==> src/hdl/dhrp_pkg.sv <==
`default_nettype none
package dhrp_pkg;

    localparam int unsigned CS_W       = 32;
    localparam int unsigned CH_W       = 8;
    localparam int unsigned SC_W       = 7;
    localparam int unsigned RL_W       = 9;
    localparam int unsigned SERVER_W   = 6;
    localparam int unsigned HELD_W     = 9;
    localparam int unsigned OUT_TDATA_W = 24;
    localparam int unsigned DIV_STEPS  = 33;
    localparam int unsigned DIV_CNT_W  = 6;

    localparam logic [CS_W-1:0] H1_MUL     = 32'd7919;
    localparam logic [CS_W-1:0] H2_MUL     = 32'd104729;
    localparam logic [CS_W-1:0] H2_ADD     = 32'd123;
    localparam logic [CH_W-1:0] SPACE_CHAR = 8'h20;

    localparam logic REG_SERVER_COUNT  = 1'b0;
    localparam logic REG_REQUEST_LIMIT = 1'b1;

    typedef struct packed {
        logic            valid;
        logic [CS_W-1:0] cs;
    } dhrp_req_t;

    typedef enum logic [2:0] {
        ST_CLEAR,
        ST_IDLE,
        ST_MUL,
        ST_DSTART,
        ST_DIV,
        ST_RD,
        ST_CHK,
        ST_OUT
    } dhrp_state_t;

endpackage
`default_nettype wire

==> src/hdl/dhrp_ram.sv <==
`default_nettype none
module dhrp_ram #(
    parameter int unsigned WIDTH = 9,
    parameter int unsigned DEPTH = 64
) (
    input  wire logic                                         clk,
    input  wire logic                                         we,
    input  wire logic [((DEPTH > 1) ? $clog2(DEPTH) : 1)-1:0] waddr,
    input  wire logic [WIDTH-1:0]                             wdata,
    input  wire logic [((DEPTH > 1) ? $clog2(DEPTH) : 1)-1:0] raddr,
    output logic      [WIDTH-1:0]                             rdata
);
    logic [WIDTH-1:0] mem [DEPTH];

    always_ff @(posedge clk)
    begin
        if (we)
        begin
            mem[waddr] <= wdata;
        end
        rdata <= mem[raddr];
    end
endmodule
`default_nettype wire

==> src/hdl/dhrp_front.sv <==
`default_nettype none
module dhrp_front (
    input  wire logic                     clk,
    input  wire logic                     rst_n,
    input  wire logic                     enable,
    input  wire logic                     in_valid,
    output logic                          in_ready,
    input  wire logic [dhrp_pkg::CH_W-1:0] in_ch,
    input  wire logic                     in_no_char,
    input  wire logic                     in_last,
    output dhrp_pkg::dhrp_req_t           head,
    input  wire logic                     pop
);
    import dhrp_pkg::*;

    logic [CS_W-1:0] cs_reg, cs_next;
    logic            seen_reg, seen_next;
    logic [CS_W-1:0] q_mem [2];
    logic            wr_ptr_reg, rd_ptr_reg;
    logic [1:0]      cnt_reg;
    logic            accept, push;
    logic [CS_W-1:0] sext, push_cs;

    assign in_ready = enable && (cnt_reg != 2'd2);
    assign accept   = in_valid && in_ready;
    assign push     = accept && in_last;
    assign sext     = {{(CS_W-CH_W){in_ch[CH_W-1]}}, in_ch};

    always_comb
    begin
        cs_next   = cs_reg;
        seen_next = seen_reg;
        if (!in_no_char)
        begin
            if (!seen_reg)
            begin
                cs_next   = sext;
                seen_next = 1'b1;
            end
            else if (in_ch != SPACE_CHAR)
            begin
                cs_next = cs_reg ^ sext;
            end
        end
        push_cs = seen_next ? cs_next : '0;
        // clear at request end
        if (in_last)
        begin
            cs_next   = '0;
            seen_next = 1'b0;
        end
    end

    always_ff @(posedge clk or negedge rst_n)
    begin
        if (!rst_n)
        begin
            cs_reg     <= '0;
            seen_reg   <= 1'b0;
            wr_ptr_reg <= 1'b0;
            rd_ptr_reg <= 1'b0;
            cnt_reg    <= '0;
        end
        else
        begin
            if (accept)
            begin
                cs_reg   <= cs_next;
                seen_reg <= seen_next;
            end
            if (push)
            begin
                wr_ptr_reg <= ~wr_ptr_reg;
            end
            if (pop)
            begin
                rd_ptr_reg <= ~rd_ptr_reg;
            end
            if (push && !pop)
            begin
                cnt_reg <= cnt_reg + 2'd1;
            end
            else if (pop && !push)
            begin
                cnt_reg <= cnt_reg - 2'd1;
            end
        end
    end

    always_ff @(posedge clk)
    begin
        if (push)
        begin
            q_mem[wr_ptr_reg] <= push_cs;
        end
    end

    assign head.valid = (cnt_reg != 2'd0);
    assign head.cs    = q_mem[rd_ptr_reg];
endmodule
`default_nettype wire

==> src/hdl/dhrp_div.sv <==
`default_nettype none
module dhrp_div #(
    parameter int unsigned NW = 7
) (
    input  wire logic                       clk,
    input  wire logic                       rst_n,
    input  wire logic                       start,
    input  wire logic [NW-1:0]              n,
    input  wire logic [dhrp_pkg::CS_W-1:0]  a,
    input  wire logic [dhrp_pkg::CS_W-1:0]  b,
    output logic                            done,
    output logic      [NW-1:0]              ra,
    output logic      [NW-1:0]              rb,
    output logic      [NW-1:0]              rp
);
    import dhrp_pkg::*;

    logic [CS_W:0]      sa_reg, sb_reg;
    logic [NW-1:0]      ra_reg, rb_reg, rp_reg;
    logic [DIV_CNT_W-1:0] cnt_reg;
    logic               busy_reg, done_reg;

    function automatic logic [NW-1:0] mstep(input logic [NW-1:0] r, input logic bt,
                                            input logic [NW-1:0] d);
        logic [NW:0] t;
        t = {r, bt};
        if (t >= {1'b0, d})
        begin
            t = t - {1'b0, d};
        end
        return t[NW-1:0];
    endfunction

    // restoring remainder, one bit a cycle, three lanes: a, b and 2^32
    always_ff @(posedge clk or negedge rst_n)
    begin
        if (!rst_n)
        begin
            busy_reg <= 1'b0;
            done_reg <= 1'b0;
            cnt_reg  <= '0;
        end
        else
        begin
            done_reg <= 1'b0;
            if (start)
            begin
                busy_reg <= 1'b1;
                cnt_reg  <= '0;
            end
            else if (busy_reg)
            begin
                cnt_reg <= cnt_reg + 1'b1;
                if (cnt_reg == DIV_CNT_W'(DIV_STEPS - 1))
                begin
                    busy_reg <= 1'b0;
                    done_reg <= 1'b1;
                end
            end
        end
    end

    always_ff @(posedge clk)
    begin
        if (start)
        begin
            sa_reg <= {1'b0, a};
            sb_reg <= {1'b0, b};
            ra_reg <= '0;
            rb_reg <= '0;
            rp_reg <= '0;
        end
        else if (busy_reg)
        begin
            sa_reg <= {sa_reg[CS_W-1:0], 1'b0};
            sb_reg <= {sb_reg[CS_W-1:0], 1'b0};
            ra_reg <= mstep(ra_reg, sa_reg[CS_W], n);
            rb_reg <= mstep(rb_reg, sb_reg[CS_W], n);
            rp_reg <= mstep(rp_reg, (cnt_reg == '0), n);
        end
    end

    assign done = done_reg;
    assign ra   = ra_reg;
    assign rb   = rb_reg;
    assign rp   = rp_reg;
endmodule
`default_nettype wire

==> src/hdl/dhrp_back.sv <==
`default_nettype none
module dhrp_back #(
    parameter int unsigned NUM_SERVERS  = 64,
    parameter int unsigned MAX_REQUESTS = 256
) (
    input  wire logic                                clk,
    input  wire logic                                rst_n,
    input  wire logic [dhrp_pkg::SC_W-1:0]           server_count,
    input  wire logic [dhrp_pkg::RL_W-1:0]           request_limit,
    input  wire dhrp_pkg::dhrp_req_t                 head,
    output logic                                     pop,
    output logic                                     clearing,
    output logic                                     out_valid,
    input  wire logic                                out_ready,
    output logic      [dhrp_pkg::OUT_TDATA_W-1:0]    out_data
);
    import dhrp_pkg::*;

    localparam int unsigned NW = $clog2(NUM_SERVERS + 1);
    localparam int unsigned AW = (NUM_SERVERS > 1) ? $clog2(NUM_SERVERS) : 1;
    localparam int unsigned CW = $clog2(MAX_REQUESTS + 1);
    localparam int unsigned LW = (CW > RL_W) ? CW : RL_W;

    dhrp_state_t     state_reg, state_next;
    logic [AW-1:0]   clr_reg, clr_next;
    logic [CS_W-1:0] cs_reg, cs_next;
    logic [CS_W-1:0] h1_reg, h1_next, h2_reg, h2_next;
    logic [CS_W-1:0] x_reg, x_next;
    logic [NW-1:0]   r_reg, r_next, b_reg, b_next, c_reg, c_next;
    logic [NW-1:0]   i_reg, i_next, first_reg, first_next;
    logic [NW-1:0]   srv_reg, srv_next;
    logic            redir_reg, redir_next, fail_reg, fail_next;
    logic [CW-1:0]   held_reg, held_next;
    logic            ov_reg, ov_next;
    logic [OUT_TDATA_W-1:0] od_reg, od_next;

    logic [NW-1:0]   n_eff;
    logic [LW-1:0]   lim;
    logic            div_start, div_done;
    logic [NW-1:0]   div_ra, div_rb, div_rp;
    logic            ram_we;
    logic [AW-1:0]   ram_waddr;
    logic [CW-1:0]   ram_wdata, ram_rdata;
    logic [CS_W:0]   xsum;
    logic [NW:0]     s0, s1, s2;

    assign n_eff = (server_count == '0) ? NW'(1)
                 : (32'(server_count) > NUM_SERVERS) ? NW'(NUM_SERVERS) : NW'(server_count);
    assign lim   = (32'(request_limit) > MAX_REQUESTS) ? LW'(MAX_REQUESTS) : LW'(request_limit);

    dhrp_div #(.NW(NW)) u_div (
        .clk   (clk),
        .rst_n (rst_n),
        .start (div_start),
        .n     (n_eff),
        .a     (h1_reg),
        .b     (h2_reg),
        .done  (div_done),
        .ra    (div_ra),
        .rb    (div_rb),
        .rp    (div_rp)
    );

    dhrp_ram #(.WIDTH(CW), .DEPTH(NUM_SERVERS)) u_counts (
        .clk   (clk),
        .we    (ram_we),
        .waddr (ram_waddr),
        .wdata (ram_wdata),
        .raddr (r_reg[AW-1:0]),
        .rdata (ram_rdata)
    );

    // next probe: track (h1 + i*h2) mod 2^32 and its remainder mod n together
    assign xsum = {1'b0, x_reg} + {1'b0, h2_reg};

    always_comb
    begin
        s0 = {1'b0, r_reg} + {1'b0, b_reg};
        s1 = (s0 >= {1'b0, n_eff}) ? s0 - {1'b0, n_eff} : s0;
        s2 = s1;
        if (xsum[CS_W])
        begin
            s2 = (s1 >= {1'b0, c_reg}) ? s1 - {1'b0, c_reg}
                                       : s1 + {1'b0, n_eff} - {1'b0, c_reg};
        end
    end

    always_comb
    begin
        state_next = state_reg;
        clr_next   = clr_reg;
        cs_next    = cs_reg;
        h1_next    = h1_reg;
        h2_next    = h2_reg;
        x_next     = x_reg;
        r_next     = r_reg;
        b_next     = b_reg;
        c_next     = c_reg;
        i_next     = i_reg;
        first_next = first_reg;
        srv_next   = srv_reg;
        redir_next = redir_reg;
        fail_next  = fail_reg;
        held_next  = held_reg;
        ov_next    = ov_reg;
        od_next    = od_reg;
        pop        = 1'b0;
        div_start  = 1'b0;
        ram_we     = 1'b0;
        ram_waddr  = r_reg[AW-1:0];
        ram_wdata  = ram_rdata + 1'b1;

        if (ov_reg && out_ready)
        begin
            ov_next = 1'b0;
        end

        case (state_reg)
            ST_CLEAR:
            begin
                ram_we    = 1'b1;
                ram_waddr = clr_reg;
                ram_wdata = '0;
                clr_next  = clr_reg + 1'b1;
                if (32'(clr_reg) == NUM_SERVERS - 1)
                begin
                    state_next = ST_IDLE;
                end
            end
            ST_IDLE:
            begin
                if (head.valid)
                begin
                    pop        = 1'b1;
                    cs_next    = head.cs;
                    state_next = ST_MUL;
                end
            end
            ST_MUL:
            begin
                h1_next    = cs_reg * H1_MUL;
                h2_next    = cs_reg * H2_MUL + H2_ADD;
                state_next = ST_DSTART;
            end
            ST_DSTART:
            begin
                div_start  = 1'b1;
                state_next = ST_DIV;
            end
            ST_DIV:
            begin
                if (div_done)
                begin
                    r_next     = div_ra;
                    first_next = div_ra;
                    b_next     = div_rb;
                    c_next     = div_rp;
                    x_next     = h1_reg;
                    i_next     = '0;
                    state_next = ST_RD;
                end
            end
            ST_RD:
            begin
                state_next = ST_CHK;
            end
            ST_CHK:
            begin
                if (LW'(ram_rdata) < lim)
                begin
                    ram_we     = 1'b1;
                    srv_next   = r_reg;
                    redir_next = (i_reg != '0);
                    held_next  = ram_wdata;
                    fail_next  = 1'b0;
                    state_next = ST_OUT;
                end
                else if (i_reg == n_eff - 1'b1)
                begin
                    srv_next   = '0;
                    redir_next = 1'b0;
                    held_next  = '0;
                    fail_next  = 1'b1;
                    state_next = ST_OUT;
                end
                else
                begin
                    r_next     = s2[NW-1:0];
                    x_next     = xsum[CS_W-1:0];
                    i_next     = i_reg + 1'b1;
                    state_next = ST_RD;
                end
            end
            ST_OUT:
            begin
                if (!ov_reg || out_ready)
                begin
                    ov_next    = 1'b1;
                    od_next    = {1'b0, fail_reg, HELD_W'(held_reg), redir_reg,
                                  SERVER_W'(first_reg), SERVER_W'(srv_reg)};
                    state_next = ST_IDLE;
                end
            end
            default:
            begin
                state_next = ST_IDLE;
            end
        endcase
    end

    always_ff @(posedge clk or negedge rst_n)
    begin
        if (!rst_n)
        begin
            state_reg <= ST_CLEAR;
            clr_reg   <= '0;
            ov_reg    <= 1'b0;
        end
        else
        begin
            state_reg <= state_next;
            clr_reg   <= clr_next;
            ov_reg    <= ov_next;
        end
    end

    always_ff @(posedge clk)
    begin
        cs_reg    <= cs_next;
        h1_reg    <= h1_next;
        h2_reg    <= h2_next;
        x_reg     <= x_next;
        r_reg     <= r_next;
        b_reg     <= b_next;
        c_reg     <= c_next;
        i_reg     <= i_next;
        first_reg <= first_next;
        srv_reg   <= srv_next;
        redir_reg <= redir_next;
        fail_reg  <= fail_next;
        held_reg  <= held_next;
        od_reg    <= od_next;
    end

    assign clearing  = (state_reg == ST_CLEAR);
    assign out_valid = ov_reg;
    assign out_data  = od_reg;
endmodule
`default_nettype wire

==> src/hdl/double_hash_request_placer.sv <==
// Channel | Beat fields (low bit up)                              | Direction
// s_axis  | tdata: ch; tuser: no_char; tlast: last                | in
// m_axis  | tdata: server, first_server, redirected, held_count,  | out
//         |        fail, pad bit                                  |
// cfg     | index 0 server_count, index 1 request_limit; cfg_data | in
// Characters are taken one per cycle unless a beat waits, which it does while the
// queue is full or the count memory is being cleared. In the back end a request end
// goes through multiply, divider start, the bit-serial remainder unit and p probes,
// p being 1..effective server count; each probe is one read and one check on the
// count memory. After reset the memory is cleared one entry a cycle, all NUM_SERVERS
// entries, with s_tready low meanwhile. A two-entry queue lets characters flow while
// the back end probes; once cleared, s_tready drops only when both hold pending ends.
`default_nettype none
module double_hash_request_placer #(
    parameter int unsigned NUM_SERVERS  = 64,
    parameter int unsigned MAX_REQUESTS = 256
) (
    input  wire logic                                clk,
    input  wire logic                                rst_n,
    input  wire logic                                s_tvalid,
    output logic                                     s_tready,
    input  wire logic [dhrp_pkg::CH_W-1:0]           s_tdata,  // [7:0] ch
    input  wire logic                                s_tuser,  // [0] no_char
    input  wire logic                                s_tlast,
    output logic                                     m_tvalid,
    input  wire logic                                m_tready,
    // [5:0] server, [11:6] first_server, [12] redirected, [21:13] held_count,
    // [22] fail, [23] zero
    output logic      [dhrp_pkg::OUT_TDATA_W-1:0]    m_tdata,
    input  wire logic                                cfg_valid,
    output logic                                     cfg_ready,
    input  wire logic                                cfg_index,
    input  wire logic [dhrp_pkg::RL_W-1:0]           cfg_data
);
    import dhrp_pkg::*;

    logic [SC_W-1:0] sc_reg;
    logic [RL_W-1:0] rl_reg;
    dhrp_req_t       head;
    logic            pop, clearing;

    assign cfg_ready = 1'b1;

    always_ff @(posedge clk or negedge rst_n)
    begin
        if (!rst_n)
        begin
            sc_reg <= SC_W'(64);
            rl_reg <= RL_W'(8);
        end
        else if (cfg_valid)
        begin
            case (cfg_index)
                REG_SERVER_COUNT:  sc_reg <= cfg_data[SC_W-1:0];
                REG_REQUEST_LIMIT: rl_reg <= cfg_data;
                default:           rl_reg <= rl_reg;
            endcase
        end
    end

    dhrp_front u_front (
        .clk        (clk),
        .rst_n      (rst_n),
        .enable     (!clearing),
        .in_valid   (s_tvalid),
        .in_ready   (s_tready),
        .in_ch      (s_tdata),
        .in_no_char (s_tuser),
        .in_last    (s_tlast),
        .head       (head),
        .pop        (pop)
    );

    dhrp_back #(
        .NUM_SERVERS  (NUM_SERVERS),
        .MAX_REQUESTS (MAX_REQUESTS)
    ) u_back (
        .clk           (clk),
        .rst_n         (rst_n),
        .server_count  (sc_reg),
        .request_limit (rl_reg),
        .head          (head),
        .pop           (pop),
        .clearing      (clearing),
        .out_valid     (m_tvalid),
        .out_ready     (m_tready),
        .out_data      (m_tdata)
    );
endmodule
`default_nettype wire

==> config.mk <==
export PLATFORM = sky130hd
export DESIGN_NAME = double_hash_request_placer
export DESIGN_NICKNAME = d
export VERILOG_FILES = /design/src/hdl/dhrp_pkg.sv /design/src/hdl/dhrp_ram.sv /design/src/hdl/dhrp_front.sv /design/src/hdl/dhrp_div.sv /design/src/hdl/dhrp_back.sv /design/src/hdl/double_hash_request_placer.sv
export SDC_FILE = /design/constraint.sdc
export NUM_CORES = 2
export LEC_CHECK = 0
export BUFFER_PORTS_ARGS = -buffer_cell sky130_fd_sc_hd__buf_4
export CORE_ASPECT_RATIO = 0.6
export CORE_MARGIN = 2
export CORE_UTILIZATION = 45
export CTS_BUF_LIST = sky130_fd_sc_hd__clkbuf_8
export DETAILED_ROUTE_END_ITERATION = 10
export GPL_ROUTABILITY_DRIVEN = 0
export PLACE_DENSITY = 0.6
export SLEW_MARGIN = 20
export SYNTH_ARGS = -nofsm -noshare
export SYNTH_HDL_FRONTEND = slang
export SYNTH_SLANG_ARGS = --single-unit
export TNS_END_PERCENT = 100
==> constraint.sdc <==
create_clock -name clk -period 11.06 [get_ports clk]
set_input_delay 2.212 -clock clk [delete_from_list [all_inputs] [get_ports clk]]
set_output_delay 2.212 -clock clk [all_outputs]
set_load 0.05 [all_outputs]
==> flow_summary.html <==
<table>
<tr><th>Metric</th><th>Value</th></tr>
<tr><th colspan="2">Logic synthesis</th></tr>
<tr><td>Post-synthesis instance area</td><td>0.05542 mm²</td></tr>
<tr><td>Portion of the post-synthesis area used by sequential elements</td><td>53.46%</td></tr>
<tr><td>Distinct cell type count after synthesis</td><td>70</td></tr>
<tr><td>Largest cells by area after synthesis</td><td>sky130_fd_sc_hd__edfxtp_1 49%, sky130_fd_sc_hd__fa_1 11%, sky130_fd_sc_hd__mux4_2 7.7%</td></tr>
<tr><td>Number of enable-type register cells in the synthesized netlist</td><td>906</td></tr>
<tr><td>Area share of the leading cell type in the synthesized netlist</td><td>49.09%</td></tr>
<tr><td>Post-synth net total</td><td>4500</td></tr>
<tr><td>Yosys top cell by area</td><td>sky130_fd_sc_hd__edfxtp_1</td></tr>
<tr><td>Fraction of registers with async set or reset after synthesis</td><td>7.037%</td></tr>
<tr><td>Cells after Synth</td><td>3867</td></tr>
<tr><td>Mapped Avg Cell Area</td><td>14.33 µm²</td></tr>
<tr><td>Most used DFF post-synth</td><td>sky130_fd_sc_hd__edfxtp_1</td></tr>
<tr><td>Yosys reg bits</td><td>1009</td></tr>
<tr><td>Number of synthesis warnings</td><td>0</td></tr>
<tr><th colspan="2">Routing</th></tr>
<tr><td>DR vias/cell</td><td>5.562</td></tr>
<tr><td>Total iterations of the first detailed-routing run</td><td>6</td></tr>
<tr><td>Final wirelength</td><td>139.2 mm</td></tr>
<tr><td>Initial drt markers</td><td>3567</td></tr>
<tr><td>Number of nets with antenna violations after detailed routing</td><td>0</td></tr>
<tr><td>Via count</td><td>31940</td></tr>
<tr><td>Detail-routed net length per standard cell</td><td>24.23 µm</td></tr>
<tr><td>DRC viols</td><td>0</td></tr>
<tr><th colspan="2">GRT</th></tr>
<tr><td>Leftover overflow at the end of global routing</td><td>0</td></tr>
<tr><td>Antenna violations before repair</td><td>5</td></tr>
<tr><td>Global Route Usage Sum</td><td>22.40%</td></tr>
<tr><td>Vias in the first global route</td><td>31330</td></tr>
<tr><td>Maximum number of pins on one net before global-route repair</td><td>89</td></tr>
<tr><td>Wire length of the first global-routing pass</td><td>207.6 mm</td></tr>
<tr><th colspan="2">Worst setup path</th></tr>
<tr><td>Cell Chain, Critical Path</td><td>ha_1, nand3_1, o211ai_1, or2_2, xor2_1, ha_1, or2_2, o311a_1, nor3_1, buf_4, nor2_1, a21oi_1, inv_1, fa_1, fa_1, a21o_1, a21oi_1, o21bai_1, a21oi_1, xnor2_1, mux2i_1, xor2_1, a221o_1</td></tr>
<tr><td>Top fanout value on the critical path</td><td>15</td></tr>
<tr><td>Data required time of the critical path</td><td>11680 ps</td></tr>
<tr><td>Number of cell instances on the worst register-to-register path</td><td>23</td></tr>
<tr><td>CP arrival</td><td>7030 ps</td></tr>
<tr><td>Worst setup SP type</td><td>flop</td></tr>
<tr><td>Endpoint class of the critical path</td><td>flop</td></tr>
<tr><td>Worst R2R Setup Slack</td><td>4640 ps</td></tr>
<tr><td>Delay of the slowest cell on the worst path</td><td>960 ps</td></tr>
<tr><td>Reg-to-Reg Start</td><td>u_back.r_reg[4]</td></tr>
<tr><td>Crit-path most repeated cell</td><td>sky130_fd_sc_hd__a21oi_1</td></tr>
<tr><td>Worst setup path class</td><td>flop to flop</td></tr>
<tr><td>R2R Path End</td><td>u_back.r_reg[6]</td></tr>
<tr><td>Cell family with most CP delay</td><td>adder cells</td></tr>
<tr><td>Number of buffer and inverter instances along the worst setup path</td><td>2</td></tr>
<tr><td>Worst setup path startpoint</td><td>u_back.r_reg[4]</td></tr>
<tr><td>Highest-delay cell along the critical path</td><td>sky130_fd_sc_hd__edfxtp_1</td></tr>
<tr><th colspan="2">Place</th></tr>
<tr><td>Placed cell areas</td><td>0.05780 mm²</td></tr>
<tr><td>Buffers added on ports</td><td>49</td></tr>
<tr><td>HPWL after DPL</td><td>101.0 mm</td></tr>
<tr><th colspan="2">STA</th></tr>
<tr><td>Max-Slew Margin vs Limit</td><td>26.42%</td></tr>
<tr><td>Number of slew-limit violations in the final report</td><td>0</td></tr>
<tr><td>Minimum hold slack</td><td>406.9 ps</td></tr>
<tr><td>Final period util</td><td>58.01%</td></tr>
<tr><td>Max Clock Freq</td><td>0.1559 GHz</td></tr>
<tr><td>Setup Total Neg Slack</td><td>0 ps</td></tr>
<tr><td>Worst-Margin Slew</td><td>1100 ps</td></tr>
<tr><td>Hold Violations, Final</td><td>0</td></tr>
<tr><td>Final-report setup violation count</td><td>0</td></tr>
<tr><td>Clock period minus worst slack</td><td>6416 ps</td></tr>
<tr><td>Fin Clk Skew</td><td>47.83 ps</td></tr>
<tr><td>Unrepaired setup endpoints after global routing</td><td>false</td></tr>
<tr><th colspan="2">Floorplan</th></tr>
<tr><td>Placement Rows</td><td>99</td></tr>
<tr><td>Die Outline Area</td><td>0.1261 mm²</td></tr>
<tr><td>IO Pins</td><td>52</td></tr>
<tr><td>Effective utilization at floorplan</td><td>45.46%</td></tr>
<tr><td>Chip width</td><td>457.0 µm</td></tr>
<tr><td>Vertical die dimension</td><td>275.8 µm</td></tr>
<tr><td>Core footprint</td><td>0.1219 mm²</td></tr>
<tr><th colspan="2">Layout</th></tr>
<tr><td>Most common library cell in the layout ignoring fill and taps</td><td>sky130_fd_sc_hd__edfxtp_1</td></tr>
<tr><td>Registers with the most flip-flops</td><td>u_back.u_counts.mem x576, u_front.q_mem x64</td></tr>
<tr><td>Commonest cells after routing, fill and taps aside</td><td>906 x sky130_fd_sc_hd__edfxtp_1, 530 x sky130_fd_sc_hd__inv_1, 314 x sky130_fd_sc_hd__fa_1, 294 x sky130_fd_sc_hd__ha_1, 202 x sky130_fd_sc_hd__nand2_1</td></tr>
<tr><td>Post-route cell area</td><td>0.06063 mm²</td></tr>
<tr><td>Top reg by flops</td><td>u_back.u_counts.mem</td></tr>
<tr><td>Growth of design area from synthesis to finish</td><td>9.417%</td></tr>
<tr><td>Flip-flop count of the largest register, all copies and words added</td><td>576</td></tr>
<tr><td>Share of cells above drive strength 1</td><td>14.92%</td></tr>
<tr><td>Flip-flop and latch area</td><td>0.02963 mm²</td></tr>
<tr><td>Number of nets at the end of the flow</td><td>4635</td></tr>
<tr><td>Filler Cells Inserted</td><td>10470</td></tr>
<tr><td>Multi-input logic area</td><td>0.02371 mm²</td></tr>
<tr><th colspan="2">Status</th></tr>
<tr><td>Outcome</td><td>finished clean</td></tr>
<tr><th colspan="2">Min path</th></tr>
<tr><td>Tightest Hold Check Type</td><td>flop to flop</td></tr>
<tr><td>Hold path depth</td><td>0</td></tr>
<tr><td>Startpoint of the tightest hold check path</td><td>u_back.held_reg[2]</td></tr>
<tr><td>Terminating pin of the worst hold path</td><td>u_back.out_data[15]</td></tr>
<tr><th colspan="2">CTS</th></tr>
<tr><td>Hold-fix buffers at CTS</td><td>0</td></tr>
<tr><td>Total clock sinks</td><td>1009</td></tr>
<tr><td>Root Buffer</td><td>sky130_fd_sc_hd__clkbuf_8</td></tr>
<tr><td>Number of buffers added for setup after CTS</td><td>0</td></tr>
<tr><td>H-tree Lvls</td><td>4</td></tr>
<tr><td>Clock-pin slew on the worst setup and hold paths</td><td>70 ps</td></tr>
<tr><td>TritonCTS clock tree</td><td>done</td></tr>
<tr><td>Latest clock arrival within the worst-skew pair</td><td>880 ps</td></tr>
<tr><td>Inserted Clock Buffers</td><td>152</td></tr>
<tr><td>Longest Clk Path Bufs</td><td>3</td></tr>
<tr><td>Resized Gates After CTS</td><td>0</td></tr>
<tr><th colspan="2">Flow run</th></tr>
<tr><td>Number of violations of the max-capacitance limit</td><td>0</td></tr>
</table>
## cell type report
type	count	share of cell area, %
Timing Repair Buffer	91	1.127
Tap cell	1616	3.335
Antenna cell	4	0.01651
Sequential cell	1009	48.86
Inverter	469	2.903
Clock inverter	115	1.026
Multi-Input combinational cell	2279	39.10
Clock buffer	160	3.632
## worst max path at each step
stage / to / slack [ps] / cells after the start
after global routing: u_back.r_reg[6] / 4240 / 23
after CTS: u_back.r_reg[6] / 4700 / 23
after global placement: u_back.r_reg[6] / 4850 / 23
final: u_back.r_reg[6] / 4640 / 23
after floorplan: u_back.i_reg[0] / 2890 / 12
after detailed placement: u_back.r_reg[6] / 4710 / 23
## layer usage
metal  global-route usage, %  vias to the layer above  share of wire, %
li1                        -                    14280                 -
met2                   26.79                     1321                36
met4                   4.479                        0               1.2
met3                   8.491                      136                12
met5                       0                        -                 0
met1                   37.14                    16210                50
## synthesized netlist by cell type, drive strengths merged, types with 7 or more instances
master	instances
edfxtp	906
inv	467
fa	314
ha	294
nand2	203
nor2	200
mux4	189
a21oi	149
o21ai	144
xnor2	142
mux2	111
clkbuf	88
dfrtp	69
xor2	62
a21o	55
nand3	34
dfxtp	32
nand2b	32
nor2b	29
nor3	29
mux2i	28
and3	27
o21a	23
buf	22
nand4	20
o21bai	20
a31oi	14
and2	14
o211ai	12
or3	12
a211oi	9
o311ai	7
o31ai	7
## cell families (layout without fill, tap and decap cells)
kind of cell / after synthesis / in the layout / share of synthesized area, %
flops: 1009 / 1009 / 53.46
simple gates: 633 / 633 / 5.258
mux: 328 / 328 / 10.44
compound gates: 504 / 504 / 5.649
other cells: 2 / 6 / 0.01355
xor+xnor: 204 / 204 / 3.224
buf+inv: 579 / 835 / 3.969
fa+ha+maj: 608 / 608 / 17.98
## per-stage QoR
stage	cells	setup slack [ps]	util (%)
after floorplan	3867	2889	-
after global placement	5464	4854	47.42
after detailed placement	5464	4713	47.42
after CTS	5739	4698	49.74
after global routing	5741	4238	49.74
final	5743	4644	49.75
Power is not shown: default switching activity piles up to over one toggle a cycle in this logic, so the estimate is an artifact.
